===== src/qapa_pkg.sv =====
package qapa_pkg;

    localparam int BYTE_W      = 8;
    localparam int ACC_W       = 32;
    localparam int SCALE_W     = 32;
    localparam int FRAC_W      = 24;
    localparam int PROD_W      = ACC_W + SCALE_W;
    localparam int QUOT_W      = PROD_W - FRAC_W;
    localparam int CFG_IDX_W   = 3;
    localparam int CFG_DATA_W  = 32;
    localparam int CHAN_CNT    = 1 << BYTE_W;

    // output queue sizing
    localparam int OUT_Q_DEPTH = 8;
    localparam int OUT_Q_PTR_W = 3;
    localparam int OUT_Q_CNT_W = 4;

    // configuration register indexes
    typedef enum logic [CFG_IDX_W-1:0] {
        CFG_ACC_BIAS   = 3'd0,
        CFG_SCALE      = 3'd1,
        CFG_ZERO_POINT = 3'd2,
        CFG_OUT_MIN    = 3'd3,
        CFG_OUT_MAX    = 3'd4
    } t_cfg_idx;

    localparam logic [ACC_W-1:0]   BIAS_RESET  = '0;
    localparam logic [SCALE_W-1:0] SCALE_RESET = 32'h0100_0000;
    localparam logic [BYTE_W-1:0]  ZP_RESET    = '0;
    localparam logic [BYTE_W-1:0]  MIN_RESET   = '0;
    localparam logic [BYTE_W-1:0]  MAX_RESET   = 8'hFF;

    typedef struct packed {
        logic [ACC_W-1:0]   bias;
        logic [SCALE_W-1:0] scale;
        logic [BYTE_W-1:0]  zero_point;
        logic [BYTE_W-1:0]  out_min;
        logic [BYTE_W-1:0]  out_max;
    } t_cfg;

    typedef struct packed {
        logic [BYTE_W-1:0] value;
        logic [BYTE_W-1:0] chan;
        logic              first;
        logic              last;
    } t_tap;

    typedef struct packed {
        logic              vld;
        logic [ACC_W-1:0]  acc;
        logic [BYTE_W-1:0] chan;
    } t_acc_res;

    typedef struct packed {
        logic              vld;
        logic [BYTE_W-1:0] value;
        logic [BYTE_W-1:0] chan;
    } t_pool_res;

endpackage


===== src/qapa_requant.sv =====
module qapa_requant (
    input  logic                 i_clk,
    input  logic                 i_rst_n,
    input  qapa_pkg::t_acc_res   i_res,
    input  qapa_pkg::t_cfg       i_cfg,
    output qapa_pkg::t_pool_res  o_res
);

    typedef struct packed {
        logic                       vld;
        logic                       neg;
        logic [qapa_pkg::ACC_W-1:0] mag;
        logic [qapa_pkg::BYTE_W-1:0] chan;
    } t_mag_stage;

    typedef struct packed {
        logic                        vld;
        logic                        neg;
        logic [qapa_pkg::PROD_W-1:0] prod;
        logic [qapa_pkg::BYTE_W-1:0] chan;
    } t_prod_stage;

    typedef struct packed {
        logic                          vld;
        logic                          neg;
        logic [qapa_pkg::QUOT_W:0]     qr;
        logic [qapa_pkg::BYTE_W-1:0]   chan;
    } t_round_stage;

    localparam logic [qapa_pkg::FRAC_W-1:0] HALF = {1'b1, {(qapa_pkg::FRAC_W-1){1'b0}}};

    t_mag_stage   r_a;
    t_prod_stage  r_b;
    t_round_stage r_c;
    qapa_pkg::t_pool_res r_d;

    logic [qapa_pkg::QUOT_W-1:0] quot;
    logic [qapa_pkg::FRAC_W-1:0] rem;
    logic                        round_up;
    logic [qapa_pkg::BYTE_W:0]   sum9;
    logic [qapa_pkg::BYTE_W-1:0] sat;
    logic [qapa_pkg::BYTE_W-1:0] lo;
    logic [qapa_pkg::BYTE_W-1:0] n_byte;

    // valid bits down the pipe
    always_ff @(posedge i_clk) begin
        if (!i_rst_n) begin
            r_a.vld <= 1'b0;
            r_b.vld <= 1'b0;
            r_c.vld <= 1'b0;
            r_d.vld <= 1'b0;
        end else begin
            r_a.vld <= i_res.vld;
            r_b.vld <= r_a.vld;
            r_c.vld <= r_b.vld;
            r_d.vld <= r_c.vld;
        end
    end

    // sign and magnitude of the sum
    always_ff @(posedge i_clk) begin
        r_a.neg  <= i_res.acc[qapa_pkg::ACC_W-1];
        r_a.mag  <= i_res.acc[qapa_pkg::ACC_W-1] ? (~i_res.acc + 1'b1) : i_res.acc;
        r_a.chan <= i_res.chan;
    end

    // magnitude times scale
    always_ff @(posedge i_clk) begin
        r_b.neg  <= r_a.neg;
        r_b.prod <= qapa_pkg::PROD_W'(r_a.mag) * qapa_pkg::PROD_W'(i_cfg.scale);
        r_b.chan <= r_a.chan;
    end

    // round to nearest, ties to even
    assign quot = r_b.prod[qapa_pkg::PROD_W-1:qapa_pkg::FRAC_W];
    assign rem  = r_b.prod[qapa_pkg::FRAC_W-1:0];
    assign round_up = (rem > HALF) || ((rem == HALF) && quot[0]);

    always_ff @(posedge i_clk) begin
        r_c.neg  <= r_b.neg;
        r_c.qr   <= {1'b0, quot} + (qapa_pkg::QUOT_W + 1)'(round_up);
        r_c.chan <= r_b.chan;
    end

    // zero point, saturation and clamp
    always_comb begin
        sum9 = {1'b0, r_c.qr[qapa_pkg::BYTE_W-1:0]} + {1'b0, i_cfg.zero_point};
        if (!r_c.neg) begin
            if (r_c.qr > (qapa_pkg::QUOT_W + 1)'(8'hFF)) begin
                sat = 8'hFF;
            end else begin
                sat = sum9[qapa_pkg::BYTE_W] ? 8'hFF : sum9[qapa_pkg::BYTE_W-1:0];
            end
        end else begin
            if (r_c.qr > (qapa_pkg::QUOT_W + 1)'(i_cfg.zero_point)) begin
                sat = '0;
            end else begin
                sat = i_cfg.zero_point - r_c.qr[qapa_pkg::BYTE_W-1:0];
            end
        end
        lo     = (sat < i_cfg.out_min) ? i_cfg.out_min : sat;
        n_byte = (lo > i_cfg.out_max) ? i_cfg.out_max : lo;
    end

    always_ff @(posedge i_clk) begin
        r_d.value <= n_byte;
        r_d.chan  <= r_c.chan;
    end

    assign o_res = r_d;

endmodule


===== config.mk =====
export PLATFORM = sky130hd
export DESIGN_NAME = qapa_requant
export DESIGN_NICKNAME = d
export VERILOG_FILES = /design/src/qapa_pkg.sv /design/src/qapa_requant.sv
export SDC_FILE = /design/constraint.sdc
export NUM_CORES = 2
export LEC_CHECK = 0
export ABC_AREA = 0
export BUFFER_PORTS_ARGS = -buffer_cell sky130_fd_sc_hd__buf_2
export CAP_MARGIN = 15
export CORE_ASPECT_RATIO = 2
export CORE_MARGIN = 5
export CORE_UTILIZATION = 56
export DETAILED_ROUTE_END_ITERATION = 8
export PLACE_DENSITY = 0.82
export SETUP_SLACK_MARGIN = 0.1
export SLEW_MARGIN = 30
export SYNTH_ARGS = -nofsm -noshare
export SYNTH_HDL_FRONTEND = slang
export SYNTH_SLANG_ARGS = --single-unit

===== constraint.sdc =====
create_clock -name i_clk -period 10.2 [get_ports i_clk]
set_input_delay 2.04 -clock i_clk [delete_from_list [all_inputs] [get_ports i_clk]]
set_output_delay 2.04 -clock i_clk [all_outputs]
set_load 0.005 [all_outputs]

# Word level (Yosys, flattened, before mapping)
# Index checks and enable logic that the tools add are counted.
# classes
addsub	4
multipliers	1
reduce_logical	2
eq_ne	1
n_lt_le_gt_ge	5
bitwise_logic	1
n_mux	7
# op_table
cell	count
$mul 32x32->64	1
$mux 8	6
$add 40x1->41	1
$gt 41x8->1	1
$gt 41x8->1 const B	1
$add 32x1->32 const B	1
$not 32->32	1
$mux 31	1
$eq 24x24->1 const B	1
$gt 24x24->1 const B	1
$add 8x8->9	1
$gt 8x8->1	1
$lt 8x8->1	1
$sub 8x8->8	1
$logic_and 1x1->1	1
$logic_or 1x1->1	1
# word_totals
output_inout_bits	17
input_bits	131
ff_bits	184
elab_cells	37

# Logic depth before layout (Yosys ltp)
# logic_depth
word_depth	8
ltp_mapped	27
ltp_nobuf	26

# Least setup slack after synthesis
# Ideal clock, no wire load.
# synth_timing
path_type	in2reg
start	in i_cfg[41] (netlist bit)
end	reg r_b (netlist bit quot[35])
setup_slack_ps	1523
setup_time_ps	72
arrival_ps	8604
n_path_buf	2
path_stages	25
required_ps	10128
cell_sequence	clkbuf_1 and2_1 fa_1 inv_1 fa_1 inv_1 fa_1 inv_1 fa_1 inv_1 fa_1 fa_1 fa_1 fa_1 ha_1 clkbuf_1 and3_1 and3_1 o311ai_0 a311oi_1 o21ai_0 o21ai_0 a21oi_1 o31ai_1 xnor2_1
# synth_between
elab_chain_len	1
# synth_rtl
element	line	text
start: declaration	qapa_requant.sv:5	input qapa_pkg::t_cfg i_cfg,
$mul 32x32->64	qapa_requant.sv:70	r_b.prod <= qapa_pkg::PROD_W'(r_a.mag) * qapa_pkg::PROD_W'(i_cfg.scale);
end: declaration	qapa_requant.sv:33	t_prod_stage r_b;
# Every way passes these cells.
# A chain may end at the register's enable or synchronous reset.

# Worst setup path in the final report
# layout_timing
start	in i_cfg[33] (netlist bit)
end	reg r_b (netlist bit quot[35])
# Same word-level chain as after synthesis.

==> flow_summary.toml <==
[synth]
synth_seq_area_share_pct = 9.24
ys.flop_type = "dfxtp_1"
synth_top_cell_area_share_pct = 45.1
synth.net_count = 5616
synth_area_sq_um = 39900
synth_warnings = 0
async_reset_ff_share_pct = 0
yosysUniqueCellTypes = 68
ys_ff_latch = 184
syn_inst = 4283
avgSynthCellArea_sq_um = 9.31
synth_area_leader_cell = "fa_1"
synth_area_leaders = "fa_1, and2_1, ha_1, dfxtp_1, inv_1"
synth_edf_count = 0

[cells_and_area]
final_cells = 5152
fin_nets = 5559
drive_gt1_share_pct = 5.33
area_growth_pct = 4.44

[setup_path]
crit_required_ns = 10.62
crit_start = "i_cfg[33]"
reg2reg_to = "quot[35]"
worstPathArrival_ns = 9.88
startpoint_type = "input pin"
r2r_slack_ns = 1.85
cp_max_fo = 32
cpMostUsedCell = "fa_1"
crit_path_max_incr_delay_ns = 0.57
crit_type = "input pin to flop"
path_cells = "buf_2, and2_1, fa_1, fa_1, inv_1, fa_1, fa_1, inv_1, fa_1, fa_1, fa_1, fa_1, ha_1, and2_0, and3_1, o311ai_0, a311oi_1, buf_4, o21ai_0, o21ai_0, a21oi_1, o31ai_1, xnor2_1"
rr_startpoint = "r_a[30]"
cpMaxStageDelayCell = "buf_2"
reg2reg_depth = 21
worst_setup_path_end_kind = "flop"

[timing]
min_period_ns = 9.46
finalSetupViolations = 0
fmax_mhz = 106
rsz0062_at_grt = "false"
worst_slack_ns = 0.735
hold_violations = 0
worst_slew_pin_slew_ns = 1.09
fin_setup_tns_ns = 0
finalCritPeriodShare_pct = 92.8
drv_slew = 0
skew_ns = 0.0168
slew_headroom_pct = 27.3

[clock_network]
cts_resized = 0
cts_hold_buf = 0
numCtsBuffers = 17
cts-root-buf = "clkbuf_16"
cts_setup_buffers = 0
cts_max_level = 4
clkSinkCount = 184
clkTransAtPathRegs_ns = 0.08
clock_tree.buffer_depth = 2
clkLatencyLatePin_ns = 0.50
cts_tree = "done"

[worst_hold_path]
hp-class = "flop to flop"
hold_path_depth = 0
worstHoldStart = "r_c[4]"
hold_end = "o_res[4]"

[global_routing]
gr-usage-all-layers_pct = 28.8
grt_max_degree = 34
antenna_found_initial = 2
grt_pass1_vias = 34300
grt_overflow = 0
grt_pass1_wl_um = 172000

[die]
start_util_pct = 56.3
die_y_um = 387
die_width_um = 199
core_sq_um = 70800
dieArea_sq_um = 77000
io_pins = 148
rows = 138

[routing]
drc = 0
first_pass_iters = 5
vias = 29700
drt-initial-drc-count = 1494
antenna_left = 0
wl_per_cell_um = 20.7
viasPerCell = 5.76
wl_um = 107000

[placed_design]
numPortBuffers = 115
place_hpwl_um = 86000
place.gp.congestion = 0.941
dp_slack_ns = 0.298
dp_cells = 5117

[job]
max_cap_viol_count = 0

[outcome]
status = "complete, no violations"
==> stage by stage <==
| stage | util (%) | cell area (sq um) | hold WS, ns |
|---|---|---|---|
| after floorplan | - | 39900 | 0.310 |
| after global placement | 57.9 | 41000 | 0.309 |
| after detailed placement | 57.9 | 41000 | 0.312 |
| after CTS | 58.8 | 41600 | 0.332 |
| after global routing | 58.8 | 41600 | 0.335 |
| final | 58.8 | 41600 | 0.329 |
==> layer usage <==
layer  share of wire (%)  GRT usage [%]  vias to the layer above
met2                  55           53.4                     1176
met1                  29           25.3                    15200
met5                   0              0                        -
met3                 4.5           4.43                      748
li1                    -              -                    12600
met4                  12           27.5                        0
==> layout by cell type, fill, tap and decap left out, types with 7 or more instances in the layout <==
master / n
a211oi_1: 10
a21o_1: 36
a21oi_1: 78
a31oi_1: 14
and2_1: 608
and3_1: 26
buf_2: 115
buf_4: 34
clkbuf_16: 17
dfxtp_1: 170
dfxtp_2: 13
fa_1: 898
ha_1: 304
inv_1: 910
mux2_2: 14
nand2_1: 511
nand2b_1: 9
nand3_1: 36
nand3b_1: 7
nand4_1: 18
nor2_1: 48
nor2b_1: 9
nor3_1: 9
nor4_1: 15
o211ai_1: 15
o21a_1: 10
o21ai_0: 58
o21bai_1: 11
o31ai_1: 14
xnor2_1: 93
xor2_1: 33
==> cells by family after synthesis <==
group                    after synthesis  synth area share [%]
buffers and inverters               1135                  10.7
adder cells (fa/ha/maj)             1202                  54.6
flip-flops                           184                  9.24
AO/OA/AOI/OAI                        293                  4.84
AND/OR/NAND/NOR                     1326                  17.3
multiplexers                          17                 0.471
XOR/XNOR                             126                  2.77
==> Yosys cell counts, types with 4 or more instances <==
master	number
inv_1	910
fa_1	898
and2_1	608
nand2_1	511
ha_1	304
clkbuf_1	217
dfxtp_1	184
xnor2_1	93
a21oi_1	78
o21ai_0	58
nor2_1	48
a21o_1	36
nand3_1	36
xor2_1	33
and3_1	26
nand4_1	18
nor4_1	15
o211ai_1	15
a31oi_1	14
mux2_2	14
o31ai_1	14
o21bai_1	11
a211oi_1	10
o21a_1	10
nand2b_1	9
nor2b_1	9
nor3_1	9
nand3b_1	7
a221oi_1	5
a31o_2	5
and4_1	5
or4_1	5
buf_1	4
nor3b_1	4
or3_1	4
==> worst max path at each step <==
stage | endpoint | slack [ns] | cells after the start
finish | quot[35] | 0.74 | 23
global route | quot[38] | 0.40 | 24
CTS | quot[38] | 0.80 | 23
detailed placement | quot[38] | 0.30 | 23
global placement | quot[38] | 0.35 | 24
floorplan | quot[35] | 1.52 | 25
==> sequential cells by signal (all words and copies together), names as in the netlist <==
name	flops
r_b	34
r_a	42
o_res	17
quot	40
r_c	51
==> critical path: cells and delay by family <==
kind	cells	cell delay (ns)
xor+xnor	1	0.16
fa+ha+maj	9	4.40
simple gates	3	0.81
compound gates	6	1.48
buf+inv	4	0.97
==> cell type report <==
cell class,count,area [sq um]
Multi-Input combinational cell,2964,31900
Fill cell,5963,29200
Sequential cell,184,3700
Inverter,910,3420
Tap cell,910,1140
Timing Repair Buffer,149,831
Clock buffer,17,425
Clock inverter,15,199
Antenna cell,3,7.51
Power is not shown: default switching activity piles up to over one toggle a cycle in this logic, so the estimate is an artifact.
